<file path="config.mk">
export PLATFORM = sky130hd
export DESIGN_NAME = serial_command_framer
export DESIGN_NICKNAME = d
export VERILOG_FILES = /design/src/hw/rtl/scf_pkg.sv /design/src/hw/rtl/scf_ram.sv /design/src/hw/rtl/scf_fifo.sv /design/src/hw/rtl/scf_front.sv /design/src/hw/rtl/scf_back.sv /design/src/hw/rtl/serial_command_framer.sv
export SDC_FILE = /design/constraint.sdc
export NUM_CORES = 1
export LEC_CHECK = 0
export BUFFER_PORTS_ARGS = -buffer_cell sky130_fd_sc_hd__buf_2
export CORE_MARGIN = 1
export CORE_UTILIZATION = 35
export DETAILED_ROUTE_END_ITERATION = 10
export PLACE_DENSITY = 0.51
export SLEW_MARGIN = 25
export SYNTH_ARGS = -nofsm -noshare
export SYNTH_HDL_FRONTEND = slang
export SYNTH_HIERARCHICAL = 1
export SYNTH_SLANG_ARGS = --single-unit
</file>
<file path="constraint.sdc">
create_clock -name clk_i -period 6.5 [get_ports clk_i]
set_clock_uncertainty 0.15 [all_clocks]
set_input_delay 0.65 -clock clk_i [delete_from_list [all_inputs] [get_ports clk_i]]
set_output_delay 0.65 -clock clk_i [all_outputs]
set_load 0.03 [all_outputs]
</file>
<file path="src/hw/rtl/scf_pkg.sv">
package scf_pkg;

  // Frame buffer depth, in bytes
  localparam int unsigned BufferDepth = 64;

  // Width of a frame length and of the fixed-length register
  localparam int unsigned LenW = 7;

  // Configuration reset values
  localparam logic [15:0]     GapTimeoutRst = 16'd50;
  localparam logic [7:0]      LineLeadARst  = 8'h40;  // '@'
  localparam logic [7:0]      LineLeadBRst  = 8'h23;  // '#'
  localparam logic [7:0]      FixedLeadRst  = 8'h33;  // '3'
  localparam logic [LenW-1:0] FixedLenRst   = 7'd8;

  localparam logic [7:0] CharCr = 8'h0D;
  localparam logic [7:0] CharLf = 8'h0A;

  localparam logic KindLine  = 1'b0;
  localparam logic KindFixed = 1'b1;

  localparam int unsigned CfgIdxW  = 3;
  localparam int unsigned CfgDataW = 16;

  typedef enum logic [CfgIdxW-1:0] {
    RegGapTimeout = 3'd0,
    RegLineLeadA  = 3'd1,
    RegLineLeadB  = 3'd2,
    RegFixedLead  = 3'd3,
    RegFixedLen   = 3'd4
  } cfg_reg_e;

  typedef struct packed {
    logic [15:0]     gap_timeout;
    logic [7:0]      lead_a;
    logic [7:0]      lead_b;
    logic [7:0]      fixed_lead;
    logic [LenW-1:0] fixed_len;
  } cfg_t;

  // Completed frame handed from front to back
  typedef struct packed {
    logic            bank;
    logic [LenW-1:0] len;
    logic            kind;
  } desc_t;

  // Back end frees a bank once its last byte is read out
  typedef struct packed {
    logic valid;
    logic bank;
  } release_t;

endpackage

</file>
<file path="src/hw/rtl/scf_ram.sv">
module scf_ram #(
  parameter int unsigned WIDTH = 8,
  parameter int unsigned DEPTH = 128
) (
  input  logic                     clk_i,
  input  logic                     we_i,
  input  logic [$clog2(DEPTH)-1:0] waddr_i,
  input  logic [WIDTH-1:0]         wdata_i,
  input  logic                     re_i,
  input  logic [$clog2(DEPTH)-1:0] raddr_i,
  output logic [WIDTH-1:0]         rdata_o
);

  logic [WIDTH-1:0] mem_q [DEPTH];

  always_ff @(posedge clk_i) begin
    if (we_i) begin
      mem_q[waddr_i] <= wdata_i;
    end
    if (re_i) begin
      rdata_o <= mem_q[raddr_i];
    end
  end

endmodule

</file>
<file path="src/hw/rtl/scf_fifo.sv">
// Two-entry descriptor queue between front and back
module scf_fifo (
  input  logic           clk_i,
  input  logic           rst_ni,
  input  logic           push_i,
  input  scf_pkg::desc_t data_i,
  output logic           full_o,
  input  logic           pop_i,
  output scf_pkg::desc_t data_o,
  output logic           empty_o
);

  scf_pkg::desc_t mem_q [2];
  logic [1:0]     cnt_q, cnt_d;
  logic           wp_q, rp_q;
  logic           do_push, do_pop;

  assign full_o  = (cnt_q == 2'd2);
  assign empty_o = (cnt_q == 2'd0);
  assign do_push = push_i && !full_o;
  assign do_pop  = pop_i && !empty_o;
  assign data_o  = mem_q[rp_q];

  always_comb begin
    cnt_d = cnt_q;
    if (do_push && !do_pop) begin
      cnt_d = cnt_q + 2'd1;
    end else if (do_pop && !do_push) begin
      cnt_d = cnt_q - 2'd1;
    end
  end

  always_ff @(posedge clk_i or negedge rst_ni) begin
    if (!rst_ni) begin
      cnt_q <= 2'd0;
      wp_q  <= 1'b0;
      rp_q  <= 1'b0;
    end else begin
      cnt_q <= cnt_d;
      if (do_push) begin
        wp_q <= !wp_q;
      end
      if (do_pop) begin
        rp_q <= !rp_q;
      end
    end
  end

  always_ff @(posedge clk_i) begin
    if (do_push) begin
      mem_q[wp_q] <= data_i;
    end
  end

endmodule

</file>
<file path="src/hw/rtl/scf_front.sv">
// Accepts bytes, tracks the gap and fill level, stores into the current bank,
// and detects frame completion.
module scf_front #(
  parameter int unsigned BUFFER_DEPTH = scf_pkg::BufferDepth
) (
  input  logic                              clk_i,
  input  logic                              rst_ni,
  input  scf_pkg::cfg_t                     cfg_i,
  input  logic                              push_i,
  input  logic [7:0]                        rx_byte_i,
  input  logic [31:0]                       tick_ms_i,
  output logic                              full_o,
  input  scf_pkg::release_t                 rel_i,
  output logic                              ram_we_o,
  output logic [$clog2(BUFFER_DEPTH):0]     ram_waddr_o,
  output logic [7:0]                        ram_wdata_o,
  output logic                              desc_push_o,
  output scf_pkg::desc_t                    desc_o,
  input  logic                              desc_full_i
);

  localparam int unsigned IdxW  = $clog2(BUFFER_DEPTH);
  localparam int unsigned FillW = $clog2(BUFFER_DEPTH + 1);

  typedef enum logic [1:0] {
    F_IDLE,
    F_GAP,
    F_STORE,
    F_HAND
  } fstate_e;

  fstate_e           state_q, state_d;
  logic [FillW-1:0]  fill_q, fill_d;
  logic [31:0]       prev_tick_q, prev_tick_d;
  logic              over_q, over_d;
  logic [7:0]        first_q, first_d;
  logic              kind_q, kind_d;
  logic              bank_q, bank_d;
  logic [1:0]        busy_q, busy_d;

  logic [7:0]        byte_q;
  logic [31:0]       tick_q;

  logic [IdxW-1:0]   idx;
  logic [FillW-1:0]  fill_new;
  logic [7:0]        first_new;
  logic              is_line, is_term, done;
  logic              accept;
  logic [31:0]       gap;

  assign full_o = (state_q != F_IDLE) || busy_q[bank_q];
  assign accept = push_i && !full_o;
  assign gap    = tick_q - prev_tick_q;

  // Restart the buffer on a timeout or when it is already full
  assign idx       = (over_q || fill_q == FillW'(BUFFER_DEPTH)) ? '0 : fill_q[IdxW-1:0];
  assign fill_new  = FillW'(idx) + FillW'(1);
  assign first_new = (idx == '0) ? byte_q : first_q;
  assign is_line   = (first_new == cfg_i.lead_a) || (first_new == cfg_i.lead_b);
  assign is_term   = (byte_q == scf_pkg::CharCr) || (byte_q == scf_pkg::CharLf);
  // Line rule takes priority when leads overlap
  assign done      = is_line ? is_term
                             : ((first_new == cfg_i.fixed_lead) &&
                                (scf_pkg::LenW'(fill_new) == cfg_i.fixed_len));

  assign ram_we_o    = (state_q == F_STORE);
  assign ram_waddr_o = {bank_q, idx};
  assign ram_wdata_o = byte_q;

  assign desc_push_o = (state_q == F_HAND) && !desc_full_i;
  assign desc_o      = '{bank: bank_q, len: scf_pkg::LenW'(fill_q), kind: kind_q};

  always_comb begin
    state_d     = state_q;
    fill_d      = fill_q;
    prev_tick_d = prev_tick_q;
    over_d      = over_q;
    first_d     = first_q;
    kind_d      = kind_q;
    bank_d      = bank_q;
    busy_d      = busy_q;
    if (rel_i.valid) begin
      busy_d[rel_i.bank] = 1'b0;
    end
    case (state_q)
      F_IDLE: begin
        if (accept) begin
          state_d = F_GAP;
        end
      end
      F_GAP: begin
        over_d      = gap > {16'd0, cfg_i.gap_timeout};
        prev_tick_d = tick_q;
        state_d     = F_STORE;
      end
      F_STORE: begin
        fill_d  = fill_new;
        first_d = first_new;
        kind_d  = is_line ? scf_pkg::KindLine : scf_pkg::KindFixed;
        state_d = done ? F_HAND : F_IDLE;
      end
      F_HAND: begin
        if (!desc_full_i) begin
          busy_d[bank_q] = 1'b1;
          bank_d         = !bank_q;
          fill_d         = '0;
          state_d        = F_IDLE;
        end
      end
      default: state_d = F_IDLE;
    endcase
  end

  always_ff @(posedge clk_i or negedge rst_ni) begin
    if (!rst_ni) begin
      state_q     <= F_IDLE;
      fill_q      <= '0;
      prev_tick_q <= '0;
      over_q      <= 1'b0;
      first_q     <= '0;
      kind_q      <= scf_pkg::KindLine;
      bank_q      <= 1'b0;
      busy_q      <= '0;
    end else begin
      state_q     <= state_d;
      fill_q      <= fill_d;
      prev_tick_q <= prev_tick_d;
      over_q      <= over_d;
      first_q     <= first_d;
      kind_q      <= kind_d;
      bank_q      <= bank_d;
      busy_q      <= busy_d;
    end
  end

  always_ff @(posedge clk_i) begin
    if (accept) begin
      byte_q <= rx_byte_i;
      tick_q <= tick_ms_i;
    end
  end

endmodule

</file>
<file path="src/hw/rtl/scf_back.sv">
// Reads completed frames out of the buffer, one byte per read, into the
// output register.
module scf_back #(
  parameter int unsigned BUFFER_DEPTH = scf_pkg::BufferDepth
) (
  input  logic                          clk_i,
  input  logic                          rst_ni,
  input  logic                          desc_empty_i,
  input  scf_pkg::desc_t                desc_i,
  output logic                          desc_pop_o,
  output logic                          ram_re_o,
  output logic [$clog2(BUFFER_DEPTH):0] ram_raddr_o,
  input  logic [7:0]                    ram_rdata_i,
  output scf_pkg::release_t             rel_o,
  output logic                          empty,
  input  logic                          pop,
  output logic [7:0]                    frame_byte_o,
  output logic                          frame_last_o,
  output logic                          frame_kind_o
);

  localparam int unsigned IdxW  = $clog2(BUFFER_DEPTH);
  localparam int unsigned FillW = $clog2(BUFFER_DEPTH + 1);

  typedef enum logic [1:0] {
    B_IDLE,
    B_RUN,
    B_DATA
  } bstate_e;

  bstate_e          state_q, state_d;
  logic [IdxW-1:0]  idx_q, idx_d;
  scf_pkg::desc_t   cur_q, cur_d;
  logic             out_v_q, out_v_d;
  logic             out_free, is_last;

  logic [7:0]       byte_q;
  logic             last_q, kind_q;

  assign empty        = !out_v_q;
  assign out_free     = !out_v_q || pop;
  assign is_last      = scf_pkg::LenW'(FillW'(idx_q) + FillW'(1)) == cur_q.len;

  assign desc_pop_o   = (state_q == B_IDLE) && !desc_empty_i;
  assign ram_re_o     = (state_q == B_RUN) && out_free;
  assign ram_raddr_o  = {cur_q.bank, idx_q};
  assign rel_o        = '{valid: (state_q == B_DATA) && is_last, bank: cur_q.bank};

  assign frame_byte_o = byte_q;
  assign frame_last_o = last_q;
  assign frame_kind_o = kind_q;

  always_comb begin
    state_d = state_q;
    idx_d   = idx_q;
    cur_d   = cur_q;
    out_v_d = out_v_q;
    if (pop) begin
      out_v_d = 1'b0;
    end
    case (state_q)
      B_IDLE: begin
        if (!desc_empty_i) begin
          cur_d   = desc_i;
          idx_d   = '0;
          state_d = B_RUN;
        end
      end
      B_RUN: begin
        if (out_free) begin
          state_d = B_DATA;
        end
      end
      B_DATA: begin
        // Output register is known free here
        out_v_d = 1'b1;
        if (is_last) begin
          state_d = B_IDLE;
        end else begin
          idx_d   = idx_q + IdxW'(1);
          state_d = B_RUN;
        end
      end
      default: state_d = B_IDLE;
    endcase
  end

  always_ff @(posedge clk_i or negedge rst_ni) begin
    if (!rst_ni) begin
      state_q <= B_IDLE;
      idx_q   <= '0;
      cur_q   <= '0;
      out_v_q <= 1'b0;
    end else begin
      state_q <= state_d;
      idx_q   <= idx_d;
      cur_q   <= cur_d;
      out_v_q <= out_v_d;
    end
  end

  always_ff @(posedge clk_i) begin
    if (state_q == B_DATA) begin
      byte_q <= ram_rdata_i;
      last_q <= is_last;
      kind_q <= cur_q.kind;
    end
  end

endmodule

</file>
<file path="src/hw/rtl/serial_command_framer.sv">
// Serial command framer.
// Input channel: present rx_byte_i and tick_ms_i with push; a transaction
// completes on a clock edge with push high and full low. Each byte then passes
// the front end steps capture, gap check and store, with full high until it
// is stored; a byte that completes a frame also waits in a hand-off step
// until the descriptor queue takes the frame. Output channel: while empty is
// low, frame_byte_o/frame_last_o/frame_kind_o show the oldest frame byte; pop
// takes it. The back end reads each byte from the buffer, then loads it into
// the output register, and starts the next read only once the register is free.
// The buffer has two banks: the front end fills one while the back end reads
// the other. If the receiver stalls, the waiting frame stays in its bank and
// the front end keeps collecting into the other; beyond the per-byte busy
// cycles, full stays high once a second frame completes while both banks
// are still held.
// Configuration: cfg_we_i writes cfg_wdata_i into register cfg_idx_i at the
// clock edge; write only while idle. Unknown indexes are ignored.
// Reset: all control state clears at once (empty buffer, previous tick of
// zero, configuration defaults); no clearing pass, the buffer needs none.
module serial_command_framer #(
  parameter int unsigned BUFFER_DEPTH = scf_pkg::BufferDepth
) (
  input  logic                         clk_i,
  input  logic                         rst_ni,
  input  logic                         cfg_we_i,
  input  logic [scf_pkg::CfgIdxW-1:0]  cfg_idx_i,
  input  logic [scf_pkg::CfgDataW-1:0] cfg_wdata_i,
  input  logic                         push,
  output logic                         full,
  input  logic [7:0]                   rx_byte_i,
  input  logic [31:0]                  tick_ms_i,
  output logic                         empty,
  input  logic                         pop,
  output logic [7:0]                   frame_byte_o,
  output logic                         frame_last_o,
  output logic                         frame_kind_o
);

  // Two banks of 2**IdxW bytes, bank select on the top address bit
  localparam int unsigned IdxW    = $clog2(BUFFER_DEPTH);
  localparam int unsigned AddrW   = IdxW + 1;
  localparam int unsigned RamDepth = 1 << AddrW;

  scf_pkg::cfg_t     cfg_q;
  scf_pkg::desc_t    desc_in, desc_out;
  scf_pkg::release_t rel;
  logic              desc_push, desc_full, desc_pop, desc_empty;
  logic              ram_we, ram_re;
  logic [AddrW-1:0]  ram_waddr, ram_raddr;
  logic [7:0]        ram_wdata, ram_rdata;

  // Configuration registers
  always_ff @(posedge clk_i or negedge rst_ni) begin
    if (!rst_ni) begin
      cfg_q.gap_timeout <= scf_pkg::GapTimeoutRst;
      cfg_q.lead_a      <= scf_pkg::LineLeadARst;
      cfg_q.lead_b      <= scf_pkg::LineLeadBRst;
      cfg_q.fixed_lead  <= scf_pkg::FixedLeadRst;
      cfg_q.fixed_len   <= scf_pkg::FixedLenRst;
    end else if (cfg_we_i) begin
      case (scf_pkg::cfg_reg_e'(cfg_idx_i))
        scf_pkg::RegGapTimeout: cfg_q.gap_timeout <= cfg_wdata_i;
        scf_pkg::RegLineLeadA:  cfg_q.lead_a      <= cfg_wdata_i[7:0];
        scf_pkg::RegLineLeadB:  cfg_q.lead_b      <= cfg_wdata_i[7:0];
        scf_pkg::RegFixedLead:  cfg_q.fixed_lead  <= cfg_wdata_i[7:0];
        scf_pkg::RegFixedLen:   cfg_q.fixed_len   <= cfg_wdata_i[scf_pkg::LenW-1:0];
        default: ;
      endcase
    end
  end

  scf_front #(.BUFFER_DEPTH(BUFFER_DEPTH)) u_front (
    .clk_i,
    .rst_ni,
    .cfg_i       (cfg_q),
    .push_i      (push),
    .rx_byte_i,
    .tick_ms_i,
    .full_o      (full),
    .rel_i       (rel),
    .ram_we_o    (ram_we),
    .ram_waddr_o (ram_waddr),
    .ram_wdata_o (ram_wdata),
    .desc_push_o (desc_push),
    .desc_o      (desc_in),
    .desc_full_i (desc_full)
  );

  scf_fifo u_fifo (
    .clk_i,
    .rst_ni,
    .push_i  (desc_push),
    .data_i  (desc_in),
    .full_o  (desc_full),
    .pop_i   (desc_pop),
    .data_o  (desc_out),
    .empty_o (desc_empty)
  );

  scf_ram #(.WIDTH(8), .DEPTH(RamDepth)) u_ram (
    .clk_i,
    .we_i    (ram_we),
    .waddr_i (ram_waddr),
    .wdata_i (ram_wdata),
    .re_i    (ram_re),
    .raddr_i (ram_raddr),
    .rdata_o (ram_rdata)
  );

  scf_back #(.BUFFER_DEPTH(BUFFER_DEPTH)) u_back (
    .clk_i,
    .rst_ni,
    .desc_empty_i (desc_empty),
    .desc_i       (desc_out),
    .desc_pop_o   (desc_pop),
    .ram_re_o     (ram_re),
    .ram_raddr_o  (ram_raddr),
    .ram_rdata_i  (ram_rdata),
    .rel_o        (rel),
    .empty,
    .pop,
    .frame_byte_o,
    .frame_last_o,
    .frame_kind_o
  );

endmodule

</file>
Word level (Yosys, flattened, before mapping)
Memories as Yosys holds them, arrays and structs flattened. A register that Yosys moved wholly into a read port is not among the register bits.
Index checks and enable logic that the tools add are counted.
- bits in read-only memories: 0
- RAM bits: 1042
- bits in latches: 0
- output and inout bits: 12
- memories kept: 2
- input bits: 64
- word-level logic and storage cells: 147
- register bits after elaboration: 164
- bitwise gates (word level): 5
- add/subtract/negate cells: 6
- shift operators: 0
- divide/modulo/power cells: 0
- equality and inequality tests: 23
- $mul: 0
- reductions and logical operators: 48
- magnitude comparators: 5
- muxes and demuxes: 34
- memories (memory ; words ; width ; rd ports ; clocked after memory_dff ; write ports ; line ; text):
    u_ram.mem_q ; 128 ; 8 ; 1 ; 1 ; 1 ; scf_ram.sv:14 ; logic [WIDTH-1:0] mem_q [DEPTH];
    u_fifo.mem_q ; 2 ; 9 ; 1 ; 1 ; 1 ; scf_fifo.sv:13 ; scf_pkg::desc_t mem_q [2];
- operator list (operator ; number):
    > comparator 32 x 16 -> 1 bit ; 1
    subtractor 32 bit ; 1
    == test 8 bit ; 3
    two-way mux 2 bit ; 10
    AND reduction 2 bit ; 10
    two-way mux 6 bit ; 3
    == test 8 x 4 -> 1 bit, second input constant ; 2
    adder 6 x 1 -> 7 bit, second input constant ; 2
    == test 7 bit ; 2
    case mux 7 bit (2 select lines) ; 1
    two-way mux 1 bit ; 13
    logical AND 1 bit ; 12
    case mux 6 bit (2 select lines) ; 1
    zero test 1 bit ; 10
    nonzero test 2 bit ; 5
    == test 2 bit, second input constant ; 4
    two-way mux 8 bit ; 1
    case mux 2 bit (4 select lines) ; 1
    == test 7 bit, second input constant ; 1
    two-way mux 7 bit ; 1
    adder 6 x 1 -> 6 bit, second input constant ; 1
    == test 3 x 2 -> 1 bit, second input constant ; 2
    zero test 2 bit ; 3
    zero test 6 bit ; 1
    18 further kinds ; 30

Logic depth before layout (Yosys ltp)
Gate-level depths: netlist (run 1).
- depth in word-level cells: 10
- depth in mapped cells: 20
- depth with buffers taken out: 20

By module
Netlist (run 1), hierarchy kept.
- modules (own cells, without submodules) (module ; cells each ; instances ; sequential area each (um2) ; area each (um2)):
    scf_ram ; 1635 ; 1 ; 30989.7 ; 39745.6
    scf_front ; 674 ; 1 ; 2552.4 ; 6276.0
    serial_command_framer ; 103 ; 1 ; 1191.1 ; 1809.2
    scf_back ; 130 ; 1 ; 750.7 ; 1371.3
    scf_fifo ; 47 ; 1 ; 640.6 ; 853.3

Worst setup path after synthesis (run 1)
Ideal clock, no wire load.
- kind: register -> register
- start: register u_front.tick_q[0]
- end: register u_front.over_q
- buffers on the path: 0
- data required time: 6.224 ns
- clock period less this slack: 3.950 ns
- arrival time: 3.674 ns
- library setup time: 0.126 ns
- setup slack: 2.550 ns
- cell stages (with the launch flop): 19
- path through: edfxtp_1 inv_1 ha_1 fa_1 nor2b_4 o31a_1 or4_4 a21oi_2 o21a_4 xnor2_1 ha_1 a21o_1 a21o_1 a211oi_1 a22o_1 nand4_1 a2111oi_0 o2111ai_1 o32a_1
- word-level cells in the longest chain between the ends: 2
- RTL lines (element ; line ; text):
    start, declared ; scf_front.sv:42 ; logic [31:0] tick_q;
    start signal, assigned ; scf_front.sv:139 ; tick_q <= tick_ms_i;
    subtractor 32 bit ; scf_front.sv:53 ; assign gap = tick_q - prev_tick_q;
    > comparator 32 x 16 -> 1 bit ; scf_front.sv:92 ; over_d = gap > {16'd0, cfg_i.gap_timeout};
    end signal, assigned ; scf_front.sv:128 ; over_q <= over_d;
    end, declared ; scf_front.sv:35 ; logic over_q, over_d;
No other way between the ends.
A chain may end at the register's enable or synchronous reset.

Worst setup path after layout (run 1)
Ends and elaborated chain as after synthesis.

==> summary.md, run 1 <==
| Metric | Value |
|---|---|
| CTS tree | built |
| DRT antenna net count | 0 |
| Number of global-route vias before repair | about 26k |
| Leading area contributor after synthesis | edfxtp_1 |
| Critical Setup Path Class | flip-flop to flip-flop |
| Result of the run | completed |
| Synth cell count leaders | 1100 x edfxtp_1, 336 x mux4_2, 165 x nor2_1 |
| Crit path max fanout | 3 |
| Initial antenna violation count | 2 |
| Fin crit share | 66.2% |
| Setup crit start kind | flip-flop |
| Die area | 0.145 sq mm |
| Average vias per placed instance | 5.26 |
| Total grt overflow | 0 |
| Clk sinks | between 1k and 1.5k |
| # nets final | 2895 |
| Worst-margin pin slew | about 1.0 ns |
| Non-Filler Cell Area, Final | 0.0575 sq mm |
| Post-synth ARST share | 10.1% |
| Hold Path Depth | 3 |
| Cts repair resizes | 0 |
| P per Cell Area | 401 mW/mm^2 |
| Top post-synthesis cells by area | edfxtp_1 66%, mux4_2 15%, dfrtp_1 5.5%, mux2_2 1.4%, ha_1 1.3% |
| CTS H-tree depth | 4 |
| Root buffer cell | clkbuf_16 |
| Drt wl/cell | 25.6 um |
| Crit path cell chain | inv_1 > ha_1 > fa_1 > nor2b_4 > o31a_1 > or4_4 > a21oi_2 > o21a_4 > xnor2_1 > ha_1 > a21o_1 > a21o_1 > a211oi_1 > a22o_1 > nand4_1 > a2111oi_0 > o2111ai_1 > o32a_1 |
| CP peak stage delay | 0.51 ns |
| Die Y-Extent | 380 um |
| Die X | 380 um |
| YS warnings | 6 |
| Core Box Area | 0.142 sq mm |
| Relative slew margins | 31.8% |
| Io pins | 76 |
| Residual DRC count | 0 |
| CP endpoint kind | flip-flop |
| Via count | 25.1k |
| Unrepaired setup endpoints after global routing | false |
| Cell count of the worst reg-to-reg path | 18 |
| Synthesized Nets | roughly 2.7k |
| WL final | 122000 um |
| Max Slew Vio Count | 0 |
| Sequential fraction of the synthesis area | about 72% |
| Drt first pass iters | 5 |
| Fin. Hold Viols | 0 |
| Cell count after synthesis | 2589 |
| CP startpoint | u_front/tick_q[0] |
| Worst-skew pair later-pin latency | 0.76 ns |
| CTS Buf Count | ~140 |
| Hold Startpoint | push |
| Layout cells sized above 1 | 26.4% |
| Count leader, synth | edfxtp_1 |
| First-pass GRT wire length | 181000 um |
| Min-delay worst type | primary input to flip-flop |
| Num rows | 138 |
| Port Buffer Count | between 70 and 80 |
| Final worst slack | 2.20 ns |
| Largest net degree at the start of global routing | about 130 |
| EDFF count, synth | 1100 |
| Yosys reg bits | 1223 |
| Fmax | 0.232 GHz |
| Top_reg_cell synth | edfxtp_1 |
| Gpl congestion | 0.829 |
| Synth Area per Inst | slightly below 20 sq um |
| Worst hold margin | 0.0902 ns |
| Critical path's slowest cell | or4_4 |
| Top cell type's share of synthesized area | 66.0% |
| Pre-CTS setup slack | between 2 and 2.5 ns |
| Min cycle time layout | 4.30 ns |
| Clock tree buffer depth | 3 |
| Global router's overall resource usage | around 17% |
| Distinct cells, synth | 85 |
| Starting Density | 35.3% |
| Final number of setup-violating endpoints | 0 |
| Inserted Diodes | 0 |
| Maxcap violations | 0 |
| Peak supply drop | roughly 0.21 mV |
| Placed inst area | about 0.053 sq mm |
| Post-Syn Area | 0.0501 sq mm |
| RR Startpoint | u_front/tick_q[0] |
| Clk pin slew, worst setup/hold paths | 0.05 ns |
| Detailed placer's ending HPWL | 76300 um |
| Layout area overhead | 14.9% |
| Setup TNS | 0 ns |
| DRC marker count from the first detailed-route iteration | 2000 |
| Critical Path AT | 4.78 ns |
| Worst path required time | 6.98 ns |
| Lkg Pwr | around 0.018 uW |
state kept, by name, indices dropped and copies added (netlist names), 6 cells and up:
name	flops
u_ram/rdata_o	8
u_front/ram_wdata_o	8
u_fifo/mem_q	18
u_front/tick_q	32
u_ram/mem_q	1024
u_front/prev_tick_q	32
u_back/frame_byte_o	8
cfg_q	47
u_back/idx_q	6
u_front/first_q	8
u_front/fill_q	7
u_back/cur_q	8
power breakdown:
group | switching [uW] | total (uW) | internal, uW
clock network | 3030 | 7370 | 4340
registers | 416 | 9820 | 9400
logic | 3380 | 5900 | 2520
final cells by class:
cell class                 count  area (sq um)
fill                       12498         84200
clock inverter                58           578
sequential                  1223         36100
multi-input combinational   1167         13100
inverter                      72           270
timing repair buffer         180          1380
clock buffer                 180          3680
tap                         1890          2360
critical path, delay by kind of cell, from the launching register on:
kind,cells,cell delay [ns]
flip-flops,1,0.37
AND/OR/NAND/NOR,3,0.63
XOR/XNOR,1,0.07
AO/OA/AOI/OAI,10,2.25
adder cells (fa/ha/maj),3,0.64
buffers and inverters,1,0.07
metrics by stage:
stage,power [uW],std cells,util [%]
final,23100,4770,40.6
after global routing,24100,4770,40.6
after CTS,23400,4769,40.6
after detailed placement,15900,4481,37.2
after global placement,15800,4481,37.2
after floorplan,14100,2589,-
cells in the final DEF (no fill, tap or decap), types with 7 or more instances in the layout:
master	n
a21o_1	14
a21oi_1	39
a31oi_1	8
and3_1	8
buf_12	7
buf_2	74
buf_4	48
bufinv_16	9
clkbuf_1	37
clkbuf_16	140
clkinv_1	24
clkinv_2	13
dfrtp_1	106
dfstp_2	12
dlygate4sd3_1	50
edfxtp_1	1100
ha_1	51
inv_1	72
mux2_2	63
mux2i_1	14
mux4_2	336
nand2_1	126
nand2b_1	8
nand3_1	23
nand4_1	17
nor2_1	164
nor2b_1	20
nor3_1	22
nor4_1	7
o211ai_1	7
o21ai_0	60
xnor2_1	41
xor2_1	22
cell families (layout without fill, tap and decap cells):
group           Yosys count  after routing  synth area share, %
flops                  1223           1223                 72.2
fa+ha+maj                52             52                 1.31
buf+inv                 199            490                 1.79
compound gates          193            193                 2.54
xor+xnor                 65             65                 1.17
simple gates            438            438                 4.07
mux                     419            419                 17.0
timing repair:
item	in CTS	in global routing
buffers inserted	0	0
hold buffers	50	0
endpoints found under the hold margin	106	0
setup endpoints to repair	0	0
metal layers:
metal,track usage (%),vias up,wire (um)
li1,-,10831,-
met1,23.2,13377,52900
met2,28.2,716,61200
met5,0,-,0
met4,4.88,0,2520
met3,2.72,169,5450
worst paths after layout:
kind | endpoint | slack (ns)
max | u_front/over_q | 2.20
max in group asynchronous | u_back/idx_q[2] | 4.58
min | u_front/state_q[0] | 0.09
min in group asynchronous | cfg_q[39] | 0.32
min reg2reg | u_back/frame_kind_o | 0.30
max reg2reg | u_front/over_q | 2.20
Note: power is estimated with default switching activity, not from simulation.
==> run 2, diff against run 1 <==
--- a/config.mk
+++ b/config.mk
@@ -5,6 +5,7 @@
 export SDC_FILE = /design/constraint.sdc
 export NUM_CORES = 1
 export LEC_CHECK = 0
+export ABC_AREA = 1
 export BUFFER_PORTS_ARGS = -buffer_cell sky130_fd_sc_hd__buf_2
 export CORE_MARGIN = 1
 export CORE_UTILIZATION = 35
==> constraint.sdc (replaced) <==
create_clock -name clk_i -period 4.4 [get_ports clk_i]
set_clock_uncertainty 0.15 [all_clocks]
set_input_delay 0.44 -clock clk_i [delete_from_list [all_inputs] [get_ports clk_i]]
set_output_delay 0.44 -clock clk_i [all_outputs]
set_load 0.03 [all_outputs]
==> summary.md, run 2 <==
| Metric | Value |
|---|---|
| Count leader, synth | nand2_1 |
| Unrepaired setup endpoints after global routing | false |
| YS warnings | 6 (unchanged) |
| Fin. Hold Viols | 0 (unchanged) |
| Total power | 34500 uW (+49%) |
| Largest net degree at the start of global routing | 197 (+48%) |
| Maxcap violations | 0 (unchanged) |
| Crit path cell chain | inv_2 > nand2_2 > o21ai_4 > buf_4 > nand2_1 > nand2_1 > inv_1 > nor2_1 > nand3_1 > nor2_1 |
| WL final | 146000 um (+20%) |
| Worst setup path end | u_ram/mem_q[84][1] |
| Post-Syn Area | 0.0535 sq mm (+6.8%) |
| Sequential fraction of the synthesis area | 67.6% (-4.6 points) |
| Setup crit start kind | flip-flop |
| GR Util met3 | 2.85% (+0.13 points) |
| Result of the run | completed |
| Drt first pass iters | 6 (+1) |
| Area of the multi-input gates | 0.0149 sq mm (+14%) |
| Peak supply drop | 0.414 mV (+100%) |
| Core Box Area | 0.152 sq mm (+7.0%) |
| Worst-skew pair later-pin latency | 0.75 ns (about the same) |
| CTS Hold Bufs | 81 (+62%) |
| CP peak stage delay | 0.87 ns (+0.36 ns) |
| Distinct cells, synth | 39 (-54%) |
| Relative slew margins | 26.0% (-5.8 points) |
| CTS tree | built |
| Fin crit share | 93.2% (+27 points) |
| Cell count of the worst reg-to-reg path | 10 (-8) |
| Synthesized Nets | 5158 (+91%) |
| Synth cell count leaders | 1729 x nand2_1, 1100 x edfxtp_1, 1068 x nand3_1 |
| Io pins | 76 (unchanged) |
| R2R Path End | u_ram/mem_q[84][1] |
| Final number of setup-violating endpoints | 0 (unchanged) |
| Fillers | 14.9k (+19%) |
| Flip-flop count of the largest register after layout | 1024 (unchanged) |
| Global router's overall resource usage | 18.9% (+1.9 points) |
| CTS Buf Count | 135 (unchanged) |
| Clock tree buffer depth | 3 (unchanged) |
| Clk pin slew, worst setup/hold paths | 0.06 ns (about the same) |
| Die X | 393 um (+3.3%) |
| Post-synth ARST share | 10.1% (unchanged) |
| Crit path max fanout | 17 (+14) |
| Root buffer cell | clkbuf_16 |
| Leading area contributor after synthesis | edfxtp_1 |
| Min cycle time layout | 4.10 ns (-0.203 ns) |
| CP endpoint kind | flip-flop |
| Num rows | 143 (+3.6%) |
| Most frequent cells in the layout | 1729 x nand2_1, 1100 x edfxtp_1, 1068 x nand3_1 |
| Post-CTS Setup Inserts | 0 (unchanged) |
| EDFF count, synth | 1100 (unchanged) |
| Average vias per placed instance | 4.99 (-5.2%) |
| P per Cell Area | 567 mW/mm^2 (+41%) |
| Top_reg_cell synth | edfxtp_1 |
| # nets final | 5263 (+82%) |
| Worst path required time | 4.60 ns (-2.38 ns) |
| Cell count after synthesis | 5042 (+95%) |
| Initial antenna violation count | 1 (-1) |
| Critical Setup Path Class | flip-flop to flip-flop |
| CTS H-tree depth | 4 (unchanged) |
| Layout area overhead | 13.8% |
| Min-delay worst type | primary input to async pin |
| Worst-margin pin slew | 1.11 ns (+0.0823 ns) |
| Sequential cell area | 0.0361 sq mm (about the same) |
| Gpl congestion | 0.852 (+2.7%) |
| Die area | 0.154 sq mm (+6.8%) |
| R2R Setup Slk | 0.30 ns (-1.90 ns) |
| Critical Path AT | 4.31 ns (-0.47 ns) |
| Commonest non-fill, non-tap cell in the layout | nand2_1 |
| Routing usage on met1 | 26.2% (+2.9 points) |
| Total grt overflow | 0 (unchanged) |
| Clk sinks | 1223 (unchanged) |
| DRC marker count from the first detailed-route iteration | 2821 (+41%) |
| Layout cells sized above 1 | 7.78% (-19 points) |
| First-pass GRT wire length | 220000 um (+22%) |
| Starting Density | 35.2% (-0.073 points) |
| RR Startpoint | u_front/fill_q[2] |
| Biggest register | u_ram/mem_q |
| GR met2 Demand/Resource | 30.6% (+2.4 points) |
| DRT antenna net count | 0 (unchanged) |
| Number of global-route vias before repair | 35.5k (+36%) |
| CP startpoint | u_front/fill_q[2] |
| Setup TNS | 0 ns (unchanged) |
| Top cell type's share of synthesized area | 61.8% (-4.2 points) |
| Synth Area per Inst | 10.6 sq um (-45%) |
| Via count | 36.3k (+45%) |
| Residual DRC count | 0 (unchanged) |
| Biggest regs | u_ram/mem_q (1024), cfg_q (47) |
| Max Slew Vio Count | 0 (unchanged) |
| Top post-synthesis cells by area | edfxtp_1 62%, nand2_1 12%, nand3_1 10%, dfrtp_1 5.2%, nor2_1 1.6% |
| Yosys reg bits | 1223 (unchanged) |
| Drt wl/cell | 20.1 um (-22%) |
| Port Buffer Count | 75 (unchanged) |
| Inserted Diodes | 0 (unchanged) |
| Cts repair resizes | 0 (unchanged) |
| Die Y-Extent | 393 um (+3.3%) |
| Most Crowded Layer GR | met2 |
| Critical path's slowest cell | nor2_1 |
| Fmax | 0.244 GHz (+5.0%) |
| Lkg Pwr | 0.0229 uW (+25%) |
| Detailed placer's ending HPWL | 83800 um (+9.9%) |
==> run 2: cell types whose count changed after synthesis, sizes merged, moves of 14 or more <==
cell    change
xnor2      -35
mux2       -69
nand3b     +25
nand3    +1043
buf       +154
a21o       -14
inv       +168
nor2b      -24
clkbuf     -23
nor2       +78
mux4      -336
nand2    +1625
mux2i      -14
==> run 2: worst max-delay path: cells and delay by family (launching register included) <==
family / cells / cell delay, ns
buffers and inverters: 3 / 0.46
AOI/OAI and AO/OA: 1 / 0.14
DFF: 1 / 0.44
and+or+nand+nor: 6 / 2.53
==> run 2: cells by family after synthesis <==
kind of cell / after synthesis / share of synthesized area, %
DFF: 1223 / 67.6
adders and majority gates: 52 / 1.23
buffers and inverters: 500 / 4.56
and+or+nand+nor: 3130 / 25.1
xor gates and xnor gates: 22 / 0.360
AOI/OAI and AO/OA: 115 / 1.15
==> run 2: how the worst min path moves through the flow <==
stage                 startpoint  slack (ns)                       to
3_3_place_gp   u_front/fill_q[5]        0.30       u_fifo/mem_q[0][6]
3_5_place_dp           cfg_q[46]        0.31                cfg_q[46]
4_1_cts                   rst_ni        0.08  u_front/prev_tick_q[27]
2_1_floorplan             rst_ni      -0.006                 cfg_q[0]
5_1_grt                   rst_ni        0.11  u_front/prev_tick_q[27]
6_report                  rst_ni         0.1  u_front/prev_tick_q[27]
==> run 2: through the flow <==
step                      cells  setup slack [ns]  area, sq um  util (%)  hold WS (ns)
after floorplan            5042              1.12        53500         -      -0.00559
after global placement     6959             0.405        55700      36.7         0.301
after detailed placement   6959             0.401        55700      36.7         0.310
after CTS                  7285             0.390        60800      40.1        0.0841
after global routing       7285             0.206        60800      40.1         0.108
final                      7285             0.299        60800      40.1        0.0974
==> run 2: report_power, final <==
part	internal [uW]	switching (uW)
Sequential	14000	463
Combinational	2530	6340
Clock	6500	4610
Total	23100	11400
==> run 2: cell type report <==
cell class / instances / share of cell area, %
Clock buffer: 171 / 5.97
Inverter: 242 / 1.54
Sequential cell: 1223 / 59.4
Tap cell: 2030 / 4.18
Timing Repair Buffer: 226 / 3.22
Multi-Input combinational cell: 3319 / 24.5
Clock inverter: 74 / 1.15
==> run 2: metal layers <==
metal	vias up	routed length, um
met5	-	0
met4	0	3580
met3	222	7640
met2	954	68600
met1	17659	66300
li1	17506	-
